==> src/sv/mjpeg_frame_extractor_macros.svh <==
// assertion macros shared by the frame extractor modules
`ifndef MJPEG_FRAME_EXTRACTOR_MACROS_SVH
`define MJPEG_FRAME_EXTRACTOR_MACROS_SVH

// property checked on every clock edge outside reset
`define MFE_ASSERT(label, prop, msg) \
  label: assert property (@(posedge clk) disable iff (rst) (prop)) else $error(msg);

// antecedent in this cycle implies consequent in the next
`define MFE_ASSERT_NEXT(label, ante, cons, msg) \
  label: assert property (@(posedge clk) disable iff (rst) (ante) |=> (cons)) else $error(msg);

`endif

==> src/sv/mfe_pkg.sv <==
// shared types and constants of the frame extractor
package mfe_pkg;

  localparam logic [7:0] MARK_LEAD = 8'hff;
  localparam logic [7:0] MARK_SOI  = 8'hd8;
  localparam logic [7:0] MARK_EOI  = 8'hd9;
  localparam int unsigned MIN_FRAME = 4;

  localparam int unsigned ADDR_W = 14;
  localparam int unsigned LEN_W  = 15;
  localparam int unsigned CAP_W  = 15;
  localparam int unsigned CNT_W  = 2;

  localparam logic [CAP_W-1:0] CAP_RESET = 15'd16384;
  localparam logic [CNT_W-1:0] CNT_RESET = 2'd2;

  localparam logic REG_CAPACITY = 1'b0;
  localparam logic REG_COUNT    = 1'b1;

  typedef struct packed {
    logic              soi;
    logic              slot;
    logic [ADDR_W-1:0] addr;
    logic [7:0]        data;
    logic              done;
    logic [LEN_W-1:0]  length;
  } mfe_cmd_t;

endpackage

==> src/sv/mfe_front.sv <==
// front end: marker detection, slot choice and write commands
`include "mjpeg_frame_extractor_macros.svh"

module mfe_front #(
  parameter int MAX_CAPACITY = 16384
) (
  input  logic                       clk,
  input  logic                       rst,
  input  logic                       accept,
  input  logic [7:0]                 data_byte,
  input  logic [1:0]                 busy_slot,
  input  logic [mfe_pkg::CAP_W-1:0]  buffer_capacity,
  input  logic [mfe_pkg::CNT_W-1:0]  buffer_count,
  output logic                       cmd_push,
  output mfe_pkg::mfe_cmd_t          cmd
);
  import mfe_pkg::*;

  localparam logic [16:0] MAX_CAP = 17'(MAX_CAPACITY);
  localparam logic [16:0] MIN_CAP = 17'(MIN_FRAME);

  logic              in_frame, in_frame_next;
  logic              dropping, dropping_next;
  logic              pending_marker, pending_marker_next;
  logic [7:0]        previous_byte, previous_byte_next;
  logic              fill_slot, fill_slot_next;
  logic              current_slot, current_slot_next;
  logic [LEN_W-1:0]  byte_count, byte_count_next;

  logic [16:0]       cap_raw, cap_eff;
  logic              two_bufs;
  logic [1:0]        busy_eff;
  logic              pick;
  logic              slot_free;
  logic [LEN_W-1:0]  count_inc;
  logic              frame_end;
  logic              is_full;

  always_comb begin
    cap_raw = {2'b00, buffer_capacity};
    if (cap_raw < MIN_CAP) begin
      cap_eff = MIN_CAP;
    end else if (cap_raw > MAX_CAP) begin
      cap_eff = MAX_CAP;
    end else begin
      cap_eff = cap_raw;
    end
    two_bufs = buffer_count[1];
    busy_eff = (busy_slot == 2'd3) ? 2'd2 : busy_slot;
    pick = fill_slot;
    if (two_bufs && ({1'b0, pick} == busy_eff)) begin
      pick = ~pick;
    end
    slot_free = ({1'b0, pick} != busy_eff) && (two_bufs || !pick);
    count_inc = byte_count + 1'b1;
    is_full   = {2'b00, byte_count} >= cap_eff;
    frame_end = (count_inc >= LEN_W'(MIN_FRAME)) && (previous_byte == MARK_LEAD)
                && (data_byte == MARK_EOI);
  end

  always_comb begin
    in_frame_next       = in_frame;
    dropping_next       = dropping;
    pending_marker_next = pending_marker;
    previous_byte_next  = previous_byte;
    fill_slot_next      = fill_slot;
    current_slot_next   = current_slot;
    byte_count_next     = byte_count;
    cmd_push            = 1'b0;
    cmd                 = '0;
    if (accept) begin
      if (!in_frame) begin
        if (pending_marker && (data_byte == MARK_SOI)) begin
          pending_marker_next = 1'b0;
          in_frame_next       = 1'b1;
          previous_byte_next  = MARK_SOI;
          if (!slot_free) begin
            dropping_next   = 1'b1;
            byte_count_next = '0;
          end else begin
            dropping_next     = 1'b0;
            current_slot_next = pick;
            byte_count_next   = LEN_W'(2);
            cmd_push          = 1'b1;
            cmd.soi           = 1'b1;
            cmd.slot          = pick;
          end
        end else begin
          pending_marker_next = (data_byte == MARK_LEAD);
        end
      end else if (dropping) begin
        if ((previous_byte == MARK_LEAD) && (data_byte == MARK_EOI)) begin
          in_frame_next   = 1'b0;
          dropping_next   = 1'b0;
          byte_count_next = '0;
        end
        previous_byte_next = data_byte;
      end else if (is_full) begin
        dropping_next      = 1'b1;
        previous_byte_next = data_byte;
      end else begin
        cmd_push           = 1'b1;
        cmd.slot           = current_slot;
        cmd.addr           = byte_count[ADDR_W-1:0];
        cmd.data           = data_byte;
        cmd.done           = frame_end;
        cmd.length         = frame_end ? count_inc : '0;
        byte_count_next    = count_inc;
        previous_byte_next = data_byte;
        if (frame_end) begin
          if (two_bufs) begin
            fill_slot_next = ~current_slot;
          end
          in_frame_next   = 1'b0;
          byte_count_next = '0;
        end
      end
    end
  end

  always_ff @(posedge clk) begin
    if (rst) begin
      in_frame       <= 1'b0;
      dropping       <= 1'b0;
      pending_marker <= 1'b0;
      previous_byte  <= '0;
      fill_slot      <= 1'b0;
      current_slot   <= 1'b0;
      byte_count     <= '0;
    end else begin
      in_frame       <= in_frame_next;
      dropping       <= dropping_next;
      pending_marker <= pending_marker_next;
      previous_byte  <= previous_byte_next;
      fill_slot      <= fill_slot_next;
      current_slot   <= current_slot_next;
      byte_count     <= byte_count_next;
    end
  end

  `MFE_ASSERT(a_drop_in_frame, !dropping || in_frame, "dropping outside a frame")
  `MFE_ASSERT_NEXT(a_soi_count, cmd_push && cmd.soi, byte_count == LEN_W'(2),
    "start marker did not set count to two")

endmodule

==> src/sv/mfe_fifo.sv <==
// command queue between front and back
`include "mjpeg_frame_extractor_macros.svh"

module mfe_fifo #(
  parameter int DEPTH = 4
) (
  input  logic              clk,
  input  logic              rst,
  input  logic              push,
  input  mfe_pkg::mfe_cmd_t push_data,
  output logic              full,
  input  logic              pop,
  output mfe_pkg::mfe_cmd_t pop_data,
  output logic              empty
);
  import mfe_pkg::*;

  localparam int PW = $clog2(DEPTH);
  localparam int CW = $clog2(DEPTH + 1);

  mfe_cmd_t        slots [DEPTH];
  logic [PW-1:0]   wr_ptr, rd_ptr;
  logic [CW-1:0]   count;
  logic            do_push, do_pop;

  assign full     = (count == CW'(DEPTH));
  assign empty    = (count == '0);
  assign do_push  = push && !full;
  assign do_pop   = pop && !empty;
  assign pop_data = slots[rd_ptr];

  always_ff @(posedge clk) begin
    if (do_push) begin
      slots[wr_ptr] <= push_data;
    end
  end

  always_ff @(posedge clk) begin
    if (rst) begin
      wr_ptr <= '0;
      rd_ptr <= '0;
      count  <= '0;
    end else begin
      if (do_push) begin
        wr_ptr <= (wr_ptr == PW'(DEPTH - 1)) ? '0 : wr_ptr + 1'b1;
      end
      if (do_pop) begin
        rd_ptr <= (rd_ptr == PW'(DEPTH - 1)) ? '0 : rd_ptr + 1'b1;
      end
      if (do_push && !do_pop) begin
        count <= count + 1'b1;
      end else if (do_pop && !do_push) begin
        count <= count - 1'b1;
      end
    end
  end

  `MFE_ASSERT(a_no_push_full, !(push && full), "command pushed into a full queue")

endmodule

==> src/sv/mfe_back.sv <==
// back end: expands commands into result items behind an output register
`include "mjpeg_frame_extractor_macros.svh"

module mfe_back (
  input  logic                        clk,
  input  logic                        rst,
  input  logic                        cmd_empty,
  input  mfe_pkg::mfe_cmd_t           cmd,
  output logic                        cmd_pop,
  output logic                        empty,
  input  logic                        pop,
  output logic                        write_valid,
  output logic                        write_slot,
  output logic [mfe_pkg::ADDR_W-1:0]  write_address,
  output logic [7:0]                  write_data,
  output logic                        frame_done,
  output logic                        frame_slot,
  output logic [mfe_pkg::LEN_W-1:0]   frame_length,
  output logic                        last
);
  import mfe_pkg::*;

  typedef enum logic {
    ST_NORMAL,
    ST_SOI_TAIL
  } state_t;

  state_t state;
  logic   out_valid;
  logic   advance;

  assign empty       = !out_valid;
  assign write_valid = 1'b1;
  assign advance     = !out_valid || pop;
  assign cmd_pop     = advance && (state == ST_NORMAL) && !cmd_empty;

  always_ff @(posedge clk) begin
    if (rst) begin
      state     <= ST_NORMAL;
      out_valid <= 1'b0;
    end else if (advance) begin
      case (state)
        ST_SOI_TAIL: begin
          out_valid     <= 1'b1;
          write_address <= ADDR_W'(1);
          write_data    <= MARK_SOI;
          frame_done    <= 1'b0;
          frame_slot    <= 1'b0;
          frame_length  <= '0;
          last          <= 1'b1;
          state         <= ST_NORMAL;
        end
        ST_NORMAL: begin
          out_valid <= !cmd_empty;
          if (!cmd_empty) begin
            write_slot <= cmd.slot;
            if (cmd.soi) begin
              write_address <= '0;
              write_data    <= MARK_LEAD;
              frame_done    <= 1'b0;
              frame_slot    <= 1'b0;
              frame_length  <= '0;
              last          <= 1'b0;
              state         <= ST_SOI_TAIL;
            end else begin
              write_address <= cmd.addr;
              write_data    <= cmd.data;
              frame_done    <= cmd.done;
              frame_slot    <= cmd.done & cmd.slot;
              frame_length  <= cmd.length;
              last          <= 1'b1;
            end
          end
        end
        default: begin
          state     <= ST_NORMAL;
          out_valid <= 1'b0;
        end
      endcase
    end
  end

  `MFE_ASSERT(a_tail_has_lead, (state != ST_SOI_TAIL) || (out_valid && !last),
    "start marker tail without a waiting lead byte")
  `MFE_ASSERT(a_done_is_last, !(out_valid && frame_done) || last,
    "frame end not on the final item")

endmodule

==> src/sv/mjpeg_frame_extractor.sv <==
// top level of the MJPEG frame extractor with config registers
//
//  channel   handshake            payload
//  input     push / full          data_byte, busy_slot
//  result    empty / pop          write_*, frame_*, last
//  config    psel/penable/pready  paddr, pwdata, prdata
//
// one input item per cycle while full is low; a start marker yields two
// result items, lead byte then start byte, which the back end emits while
// the front keeps filling the queue; bytes pass the queue and output register
// synchronous reset clears all control state and presets both registers
// full rises only when the command queue holds QUEUE_DEPTH entries
`include "mjpeg_frame_extractor_macros.svh"

module mjpeg_frame_extractor #(
  parameter int MAX_CAPACITY = 16384,
  parameter int QUEUE_DEPTH  = 4
) (
  input  logic                        clk,
  input  logic                        rst,
  input  logic                        psel,
  input  logic                        penable,
  input  logic                        pwrite,
  input  logic [2:0]                  paddr,
  input  logic [31:0]                 pwdata,
  output logic [31:0]                 prdata,
  output logic                        pready,
  input  logic                        push,
  output logic                        full,
  input  logic [7:0]                  data_byte,
  input  logic [1:0]                  busy_slot,
  output logic                        empty,
  input  logic                        pop,
  output logic                        write_valid,
  output logic                        write_slot,
  output logic [mfe_pkg::ADDR_W-1:0]  write_address,
  output logic [7:0]                  write_data,
  output logic                        frame_done,
  output logic                        frame_slot,
  output logic [mfe_pkg::LEN_W-1:0]   frame_length,
  output logic                        last
);
  import mfe_pkg::*;

  logic [CAP_W-1:0] buffer_capacity;
  logic [CNT_W-1:0] buffer_count;
  logic             cfg_write;
  logic             accept;
  logic             cmd_push;
  mfe_cmd_t         cmd_in, cmd_out;
  logic             cmd_empty, cmd_pop;

  assign pready    = 1'b1;
  assign cfg_write = psel && penable && pwrite && pready;
  assign accept    = push && !full;

  always_ff @(posedge clk) begin
    if (rst) begin
      buffer_capacity <= CAP_RESET;
      buffer_count    <= CNT_RESET;
    end else if (cfg_write) begin
      case (paddr[2])
        REG_CAPACITY: buffer_capacity <= pwdata[CAP_W-1:0];
        REG_COUNT:    buffer_count    <= pwdata[CNT_W-1:0];
        default:      buffer_count    <= buffer_count;
      endcase
    end
  end

  always_comb begin
    case (paddr[2])
      REG_CAPACITY: prdata = {{(32-CAP_W){1'b0}}, buffer_capacity};
      REG_COUNT:    prdata = {{(32-CNT_W){1'b0}}, buffer_count};
      default:      prdata = '0;
    endcase
  end

  mfe_front #(
    .MAX_CAPACITY(MAX_CAPACITY)
  ) u_front (
    .clk             (clk),
    .rst             (rst),
    .accept          (accept),
    .data_byte       (data_byte),
    .busy_slot       (busy_slot),
    .buffer_capacity (buffer_capacity),
    .buffer_count    (buffer_count),
    .cmd_push        (cmd_push),
    .cmd             (cmd_in)
  );

  mfe_fifo #(
    .DEPTH(QUEUE_DEPTH)
  ) u_fifo (
    .clk       (clk),
    .rst       (rst),
    .push      (cmd_push),
    .push_data (cmd_in),
    .full      (full),
    .pop       (cmd_pop),
    .pop_data  (cmd_out),
    .empty     (cmd_empty)
  );

  mfe_back u_back (
    .clk           (clk),
    .rst           (rst),
    .cmd_empty     (cmd_empty),
    .cmd           (cmd_out),
    .cmd_pop       (cmd_pop),
    .empty         (empty),
    .pop           (pop),
    .write_valid   (write_valid),
    .write_slot    (write_slot),
    .write_address (write_address),
    .write_data    (write_data),
    .frame_done    (frame_done),
    .frame_slot    (frame_slot),
    .frame_length  (frame_length),
    .last          (last)
  );

  `MFE_ASSERT_NEXT(a_cfg_count, cfg_write && (paddr[2] == REG_COUNT),
    buffer_count == $past(pwdata[CNT_W-1:0]), "count register not written")

endmodule
==> config.mk <==
export PLATFORM = sky130hd
export DESIGN_NAME = mjpeg_frame_extractor
export DESIGN_NICKNAME = d
export VERILOG_FILES = /design/src/sv/mfe_pkg.sv /design/src/sv/mfe_front.sv /design/src/sv/mfe_fifo.sv /design/src/sv/mfe_back.sv /design/src/sv/mjpeg_frame_extractor.sv
export VERILOG_INCLUDE_DIRS = /design/src /design/src/sv
export SDC_FILE = /design/constraint.sdc
export NUM_CORES = 1
export LEC_CHECK = 0
export ABC_AREA = 1
export BUFFER_PORTS_ARGS = -buffer_cell sky130_fd_sc_hd__buf_4
export CAP_MARGIN = 20
export CORE_MARGIN = 4
export CORE_UTILIZATION = 60
export DETAILED_ROUTE_END_ITERATION = 6
export GPL_ROUTABILITY_DRIVEN = 0
export PLACE_DENSITY = 0.86
export SLEW_MARGIN = 30
export SYNTH_ARGS = -nofsm -noshare
export SYNTH_HDL_FRONTEND = slang
export SYNTH_SLANG_ARGS = --single-unit
==> constraint.sdc <==
create_clock -name clk -period 9.5 [get_ports clk]
set_clock_uncertainty 0.05 [all_clocks]
set_input_delay 1.9 -clock clk [delete_from_list [all_inputs] [get_ports clk]]
set_output_delay 1.9 -clock clk [all_outputs]
set_load 0.02 [all_outputs]
After elaboration in Yosys (flattened, before gate mapping)
Memory sizes are Yosys's and may differ from the RTL's. A register that Yosys moved wholly into a read port is not among the register bits. Index checks and enable logic that the tools add are counted. Widths: inputs -> output; s select.

Bits in writable memories: 160. Memories: 1. Word-level logic and storage cells: 160. Output and inout port bits: 77. Bits in registers: 95.

Mux-type cells: 71. Equality and inequality tests: 13. Bitwise operators: 10. Magnitude comparators: 4. Reduce and logical (&&, ||, !) cells: 35. $add $sub $neg: 5.

Memories: u_fifo.slots (words 4, width 40, read ports 1, clocked after memory_dff 1, wr ports 1, RTL line mfe_fifo.sv:21) `mfe_cmd_t slots [DEPTH];`.

Operators by type and width (number): $mux 15 (10); $mux 39 (2); $pmux 32 s2 (1); $mux 40 (1); $mux 38 (1); $eq 8x8->1 const B (4); $mux 8 (4); $mux 1 (31); $pmux 15 s2 (1); $mux 14 (2); $pmux 14 s2 (1); $ge 15x17->1 (1); $mux 17 (1); $mux 2 (8); $pmux 8 s2 (1); $add 15x1->15 const B (1); $ge 15x3->1 const B (1); $gt 15x15->1 const B (1); $logic_and 1x1->1 (15); $lt 15x3->1 const B (1); $reduce_and 4->1 (3); $pmux 1 s2 (5); $not 1->1 (9); $reduce_and 2->1 (4); other kinds (17) (29).

Logic depth before layout (Yosys ltp)
Gate-level depths: netlist (run 1).

Depth in word-level cells: 17. Mapped depth: 27. Gate-level depth less buffers: 26.

Hierarchy
A second synthesis (run 1) with hierarchy kept.

Cells, all modules: 1230. Area total of the unflattened synthesis: 11959.0 µm².

Modules (own cells, without submodules): mfe_fifo (area each 6558.8 µm², cells an instance 458, times used 1); mfe_front (area each 2645.0 µm², cells an instance 466, times used 1); mfe_back (area each 1722.9 µm², cells an instance 141, times used 1); mjpeg_frame_extractor (area each 1032.2 µm², cells an instance 165, times used 1).

Worst setup path before layout (run 1)
Ideal clock, no wire load.

Path type: input -> register. From: input port push. To: memory u_fifo.slots[3][0] (netlist name), enable pin. Stages: 9. Path buffers: 1. Data arrival time: 4.540 ns. Path slack: 4.473 ns. Cell sequence: inv_1 > nor2_1 > inv_1 > nor2_1 > inv_1 > buf_2 > nor2_1 > nor2_2 > nor2_1.

Cells in the longest elaborated chain, start to end: 5.

RTL lines: from (decl) (RTL line mjpeg_frame_extractor.sv:28) `input logic push,`; $logic_and 1x1->1 (RTL line mjpeg_frame_extractor.sv:55) `assign accept = push && !full;`; $mux 1 (RTL line mfe_front.sv:71) `if (accept) begin`; $logic_and 1x1->1 (RTL line mfe_fifo.sv:28) `assign do_push = push && !full;`; $mux 1 (RTL line mfe_fifo.sv:33) `if (do_push) begin`; $mux 1 (not written as such) (RTL line mfe_fifo.sv:34) `slots[wr_ptr] <= push_data;`; to (decl) (RTL line mfe_fifo.sv:21).

Every way passes these cells.

Final worst setup path (run 1)
From: input port paddr[2]. To: output port prdata[1].

Cells in the longest elaborated chain, start to end: 2.

RTL lines: from (decl) (RTL line mjpeg_frame_extractor.sv:24) `input logic [2:0] paddr,`; $not 1->1 (no source line); $pmux 32 s2 * (RTL line mjpeg_frame_extractor.sv:71) `case (paddr[2])`; to (decl) (RTL line mjpeg_frame_extractor.sv:26) `output logic [31:0] prdata,`.

Mark *: on every way between the ends. The rest lies on a longest branch, timed or not. The select of a mux whose other input is x is not followed.

==> results of run 1 <==
## layer usage
layer  global-route usage, %  part of all wire [%]  wire, µm  up-vias
met3                    3.52                    10      2460       52
met2                    40.5                    49     11800      513
met1                    31.0                    39      9500     3753
met4                    6.68                   2.0       490        0
met5                       0                     0         0        -
li1                        -                     -         -     3925
## cell usage after synthesis
cell / number
nor2_1: 243
edfxtp_1: 201
nand2_1: 132
o21ai_0: 114
inv_1: 81
a21oi_1: 76
dfxtp_1: 56
nand3_1: 39
clkbuf_1: 30
ha_1: 22
buf_4: 20
nand4_1: 12
buf_2: 10
nor3_1: 10
o221ai_1: 8
buf_1: 7
nand3b_1: 6
nor2_2: 6
o22ai_1: 6
nand2_2: 5
o21a_1: 5
clkinv_1: 3
inv_2: 3
a31oi_1: 2
buf_6: 2
conb_1: 2
o21ai_1: 2
a22oi_1: 1
a32o_1: 1
and2_1: 1
and3_1: 1
fa_1: 1
nand2_4: 1
nor2_4: 1
nor4_1: 1
o211a_1: 1
o211ai_1: 1
o21ai_2: 1
or2_2: 1
xnor2_1: 1
xor2_1: 1
## how the worst max path moves through the flow
stage / startpoint / to
after floorplan: push / u_fifo.slots[3][0]
after global placement: push / u_fifo.count[2]
after detailed placement: push / u_fifo.count[2]
after CTS: paddr[2] / prdata[1]
after global routing: buffer_capacity[2] / u_fifo.slots[2][6]
final: paddr[2] / prdata[1]
## cell families after synthesis
kind of cell    after synthesis  share of synthesized area (%)
compound gates              218                           10.4
fa+ha+maj                    23                           2.63
flops                       257                           63.8
buf+inv                     156                           6.13
other cells                   2                         0.0670
simple gates                459                           16.8
xor+xnor                      2                          0.156
## layout make-up
class | count | area (µm²) | area share [%]
flip-flops and latches | 257 | 7160 | 55.9
repair buffers | 99 | 743 | 5.81
clock inverters | 15 | 165 | 1.29
multi-input cells | 721 | 3470 | 27.1
inverters | 87 | 327 | 2.55
clock buffers | 31 | 648 | 5.07
well taps | 229 | 287 | 2.24
## critical path: cells and delay by family
family | cells | cell delay [ns]
buffers and inverters | 2 | 0.35
AOI/OAI and AO/OA | 1 | 0.22
## registers in the layout (all words and copies together) (netlist names), named ones only
name,count
u_fifo.slots,160
buffer_capacity,15
u_back.frame_length,15
u_front.byte_count,15
u_back.write_address,14
u_back.write_data,8
u_front.previous_byte,8
u_fifo.count,3
buffer_count,2
u_fifo.rd_ptr,2
u_fifo.wr_ptr,2
u_back.frame_done,1
u_back.frame_slot,1
u_back.last,1
u_back.out_valid,1
u_back.state,1
u_back.write_slot,1
u_front.current_slot,1
u_front.dropping,1
u_front.fill_slot,1
u_front.in_frame,1
u_front.pending_marker,1
## power by group
| group | leakage (nW) | internal, mW | switching (mW) |
|---|---|---|---|
| Sequential | 2.32 | 1.34 | 0.0301 |
| Combinational | 2.17 | 0.264 | 0.579 |
| Clock | 0.393 | 0.570 | 0.399 |
## metrics by stage
stage / instance area (µm²) / setup WS (ns) / hold WS, ns
3_3_place_gp: 12000 / 5.05 / 0.417
5_1_grt: 12800 / 4.92 / 0.453
6_report: 12800 / 5.07 / 0.436
2_1_floorplan: 11300 / 4.47 / 0.404
3_5_place_dp: 12000 / 4.97 / 0.427
4_1_cts: 12800 / 5.09 / 0.436
==> summary.md, run 1 <==
| Metric | Value |
|---|---|
| Hold path cells | 2 |
| Setup-failing EPs final | 0 |
| I/O pin count | approximately 130 |
| Mapped Cells | 1117 |
| Leakage | around 4.9 nW |
| Clock Path Buffers | 3 |
| Critical Path RT | roughly 7.6 ns |
| Worst Max-Slew Pin Slew | about 0.99 ns |
| Layout cells sized above 1 | between 10% and 20% |
| CP most frequent cell | buf_4 |
| Post-Layout Cell Count | 1439 |
| Antenna-violating nets left | 0 |
| H-tree levels | 1 |
| Worst path cell trace | buf_4, o21ai_0, buf_4 |
| Class of the worst hold path | reg2reg |
| Resized Gates After CTS | 0 |
| Clk pin slew, worst setup/hold paths | 0.06 ns |
| Status | finished clean |
| Drt total wl | about 24000 µm |
| Area grow syn2layout | 14.1% |
| VDD IR-drop max | around 0.19 mV |
| Total GRT Usage | about a quarter |
| Setup Crit Path Kind | in2out |
| DP Cell Count | ~1400 |
| Critical path's slowest cell | o21ai_0 |
| Syn avg cell area | roughly 10 µm² |
| WP data arrival | about 2.5 ns |
| Register area share after synthesis | between 60% and 70% |
| Top cells by area, synth | edfxtp_1 54%, dfxtp_1 10%, nor2_1 8.1% |
| Rows | just under 50 |
| Nets | around 1300 |
| CTS buffer count | 25 |
| RSZ-0062 raised after global routing | no |
| Via density | roughly 5.7 |
| Commonest non-fill, non-tap cells in the layout | 238 x nor2_1, 201 x edfxtp_1, 132 x nand2_1 |
| Utilization after layout | between 70 and 80% |
| Relative slew margins | 34.1% |
| Dominant cell type by area after synthesis | edfxtp_1 |
| Drt wl/cell | ~17 µm |
| Largest net degree at the start of global routing | between 80 and 90 |
| RR Startpoint | buffer_capacity[2] |
| Initial antenna violation count | 0 |
| DRC | 0 |
| Number of setup buffers added after CTS | 0 |
| Die width | ~140 µm |
| Commonest non-fill, non-tap cell in the layout | nor2_1 |
| Vias in the first global route | between 7000 and 8000 |
| Vert. Die Dim | between 100 and 150 µm |
| Clk_lat worst skew | just over 0.5 ns |
| Setup_tns | 0 ns |
| Post-synthesis cell area | 11200 µm² |
| Die area | ~21000 µm² |
| Ant diodes | 0 |
| DR pass1 iterations | 6 |
| Unique masters post-synth | a little over 40 |
| Final min period | 4.43 ns |
| Clk sinks | between 200 and 300 |
| Setup slack, reg-to-reg | 5.30 ns |
| Max frequency | 0.226 GHz |
| CP startpoint kind | input port |
| Depth of the most critical reg-to-reg path | 20 |
| Hpwl dp | ~15000 µm |
| Final Hold Fails | 0 |
| Vias | about 8000 |
| TritonCTS clock tree | built |
| Core footprint | 18100 µm² |
| Starting Density | 61.8% |
| Fillers | roughly 1200 |
| Grt ovf | 0 |
| Post-synth top area share | 53.8% |
| Buffers on Ports | 90 |
| Period utilization | 46.6% |
| P per Cell Area | approximately 250 nW/µm² |
| Worst Hold Launch | u_front.previous_byte[2] |
| R2R Path End | u_fifo.slots[3][6] |
| Total power draw | approximately 3.2 mW |
| Maximum Capacitance Violations | 0 |
| CP max FO | 19 |
| Max-slew violations | 0 |
| Hold EP | u_front.previous_byte[2] |
| Hold_buf cts | 0 |
| Iter 0 DRT Violations | just over 900 |
| #FFs+latches synth | 257 |
| Synth Warn # | 0 |
| First-pass GRT wire length | a little under 40000 µm |
| Root Driver | clkbuf_16 |
| Critical path endpoint category | output port |
| Worst path max stage delay | 0.22 ns |
Note: power is estimated with default switching activity, not from simulation.
==> inputs of run 2 (changes only) <==
--- a/config.mk
+++ b/config.mk
@@ -6,14 +6,14 @@
 export SDC_FILE = /design/constraint.sdc
 export NUM_CORES = 1
 export LEC_CHECK = 0
-export ABC_AREA = 1
+export ABC_AREA = 0
 export BUFFER_PORTS_ARGS = -buffer_cell sky130_fd_sc_hd__buf_4
 export CAP_MARGIN = 20
 export CORE_MARGIN = 4
-export CORE_UTILIZATION = 60
+export CORE_UTILIZATION = 53
 export DETAILED_ROUTE_END_ITERATION = 6
 export GPL_ROUTABILITY_DRIVEN = 0
-export PLACE_DENSITY = 0.86
+export PLACE_DENSITY = 0.8
 export SLEW_MARGIN = 30
 export SYNTH_ARGS = -nofsm -noshare
 export SYNTH_HDL_FRONTEND = slang
==> constraint.sdc (replaced) <==
create_clock -name clk -period 3.7 [get_ports clk]
set_clock_uncertainty 0.05 [all_clocks]
set_input_delay 0.74 -clock clk [delete_from_list [all_inputs] [get_ports clk]]
set_output_delay 0.74 -clock clk [all_outputs]
set_load 0.02 [all_outputs]
==> summary.md, run 2 <==
| Metric | Value |
|---|---|
| Hold path cells | 2 |
| Setup-failing EPs final | 1 |
| Failing checks | negative setup slack |
| Register area share after synthesis | 64.7% |
| Worst path max stage delay | 0.38 ns |
| Root Driver | clkbuf_16 |
| Relative slew margins | around three fifths |
| Post-synthesis mux area share | ~9% |
| Finished Cell Area | about 13000 µm² |
| Period utilization | 101% |
| Syn avg cell area | 13.8 µm² |
| Initial antenna violation count | 0 |
| TritonCTS clock tree | built |
| Metal-1 WL | approximately 9300 µm |
| Post-synth top area share | 54.5% |
| Setup Crit Path Kind | reg2reg |
| Ant diodes | 0 |
| Unique masters post-synth | just under 70 |
| Worst path cell trace | nor4_2, nand3_1, o31ai_4, buf_4, nand2_1, ha_1, a211oi_1, nand2_1, a31oi_2, o21ai_2, o21bai_2, ha_2, inv_1, fa_2, xor2_1, or3_4, a21oi_2 |
| Final setup margin | -0.0321 ns |
| Critical path's slowest cell | o31ai_4 |
| Hpwl dp | 14400 µm |
| Setup_tns | -0.0321 ns |
| Die area | approximately 23000 µm² |
| Max frequency | approximately 0.27 GHz |
| DRC | 0 |
| Drt total wl | 22700 µm |
| Setup slack, reg-to-reg | -0.03 ns |
| Total power draw | ~8 mW |
| Clk_lat worst skew | about 0.52 ns |
| Vias in the first global route | around 6900 |
| Vert. Die Dim | approximately 150 µm |
| Grt ovf | 0 |
| Critical Path RT | around 4.1 ns |
| Worst Hold Launch | pwdata[14] |
| RSZ-0062 raised after global routing | yes |
| Maximum Capacitance Violations | 0 |
| Commonest non-fill, non-tap cells in the layout | 201 x edfxtp_1, 128 x buf_4, 68 x nand2_1 |
| Final Hold Fails | 0 |
| Synth Area in XOR/XNOR | 0.791% |
| Placed cell area | between 10000 and 15000 µm² |
| Largest register FFs | 160 |
| CP most frequent cell | nand2_1 |
| Max-slew violations | 0 |
| DR pass1 iterations | 5 |
| Synth Warn # | 0 |
| Adder-Cell Fraction of Synth Area | between 2 and 3% |
| H-tree levels | 1 |
| CP top delay family | compound AO/OA/AOI/OAI gates |
| Iter 0 DRT Violations | between 500 and 600 |
| Mapped Cells | 800 |
| Top reg by flops | u_fifo.slots |
| #FFs+latches synth | 257 |
| Final min period | 3.73 ns |
| Die width | about 150 µm |
| Most frequent cells after synthesis | 201 x edfxtp_1, 71 x nand2_1, 60 x nor2_1 |
| Starting Density | a little over half |
| Layout cells sized above 1 | ~29% |
| Dominant cell type by area after synthesis | edfxtp_1 |
| I/O pin count | around 130 |
| P per Cell Area | about 600 nW/µm² |
| Uppermost routed layer | met4 |
| DP Cell Count | between 1000 and 1500 |
| Total GRT Usage | 18.9% |
| DR WL met3 | ~1700 µm |
| Clock Path Buffers | 3 |
| CTS buffer count | 25 |
| Vias | approximately 7000 |
| Drt wl/cell | around 19 µm |
| Count leader, synth | edfxtp_1 |
| Largest net degree at the start of global routing | 50 |
| Core footprint | ~20000 µm² |
| Top cells by area, synth | edfxtp_1 55%, dfxtp_1 10%, mux4_2 8.1% |
| First-pass GRT wire length | 35800 µm |
| Via density | between 5 and 6 |
| Area grow syn2layout | 20.1% |
| WP data arrival | ~4 ns |
| Commonest non-fill, non-tap cell in the layout | edfxtp_1 |
| Number of synthesized flops with an enable pin | between 200 and 250 |
| Leakage | 4.66 nW |
| CP max FO | 5 |
| Compound-Gate Fraction of Synth Area | 5.65% |
| Largest family of logic cells by synthesized area | simple AND/OR/NAND/NOR gates |
| Nets | 994 |
| Post-synthesis cell area | around 11000 µm² |
| RR Startpoint | buffer_capacity[7] |
| Worst Max-Slew Pin Slew | 0.617 ns |
| CP startpoint kind | flip-flop |
| Ys flop type | edfxtp_1 |
| R2R Path End | u_fifo.count[2] |
| Post-synthesis simple-gate area fraction | 13.4% |
| Status | complete, but fails checks |
| Depth of the most critical reg-to-reg path | 17 |
| Buffers on Ports | 90 |
| Rows | 52 |
| Antenna-violating nets left | 0 |
| Clk sinks | 257 |
| Clk pin slew, worst setup/hold paths | 0.07 ns |
| VDD IR-drop max | approximately 0.34 mV |
| Post-Layout Cell Count | about 1200 |
| Met2 Wirelength | roughly 11000 µm |
| Class of the worst hold path | in2reg |
| FFs w/ async S/R, synth | 0% |
| Buf/Inv on CP | 2 |
| Critical path endpoint category | flip-flop |
| Hold EP | buffer_capacity[14] |
[run 2: worst max path at each step]
stage,endpoint,slack [ns],cells past startpoint,from
6_report,u_fifo.count[2],-0.03,17,buffer_capacity[7]
5_1_grt,u_fifo.count[2],-0.24,17,buffer_capacity[7]
4_1_cts,u_fifo.count[2],0.004,16,buffer_capacity[4]
3_5_place_dp,u_fifo.count[2],-0.13,16,buffer_capacity[4]
3_3_place_gp,u_fifo.count[2],-0.05,16,buffer_capacity[4]
2_1_floorplan,u_fifo.count[2],0.01,16,buffer_capacity[12]
[run 2: metal layers]
layer	vias to the layer above	global-route usage, %
li1	3162	-
met4	0	5.47
met5	-	0
met2	308	32.0
met1	3317	25.7
met3	43	2.67
[run 2: cells by family after synthesis]
family | Yosys count
buf+inv | 75
mux | 52
other cells | 2
compound gates | 92
xor+xnor | 10
fa+ha+maj | 23
simple gates | 289
flops | 257
[run 2: final cells by class]
cell class / count / area, µm²
Tap cell: 270 / 338
Clock inverter: 12 / 195
Fill cell: 1408 / 7070
Clock buffer: 34 / 741
Multi-Input combinational cell: 485 / 3740
Inverter: 17 / 63.8
Timing Repair Buffer: 133 / 1050
Sequential cell: 257 / 7160
[run 2: what timing repair did]
action | in CTS | in global routing
gates resized for setup | 1 | 22
endpoints found under the setup margin | 1 | 7
pin swaps | 3 | 16
hold buffers | 0 | 0
setup buffers | 1 | 3
[run 2: per-stage QoR]
stage / utilization, % / worst slack, ns / hold WS, ns
floorplan: - / 0.0129 / 0.403
global placement: 60.0 / -0.0498 / 0.424
detailed placement: 60.0 / -0.131 / 0.431
CTS: 64.6 / 0.00424 / 0.393
global route: 65.3 / -0.237 / 0.400
finish: 65.3 / -0.0321 / 0.409
[run 2: where the power goes]
| group | switching (mW) | total (mW) | leakage, nW | internal [mW] |
|---|---|---|---|---|
| logic | 0.867 | 1.60 | 1.98 | 0.731 |
| registers | 0.114 | 3.56 | 2.21 | 3.45 |
| clock network | 1.03 | 2.79 | 0.461 | 1.75 |
| total | 2.02 | 7.95 | 4.66 | 5.93 |
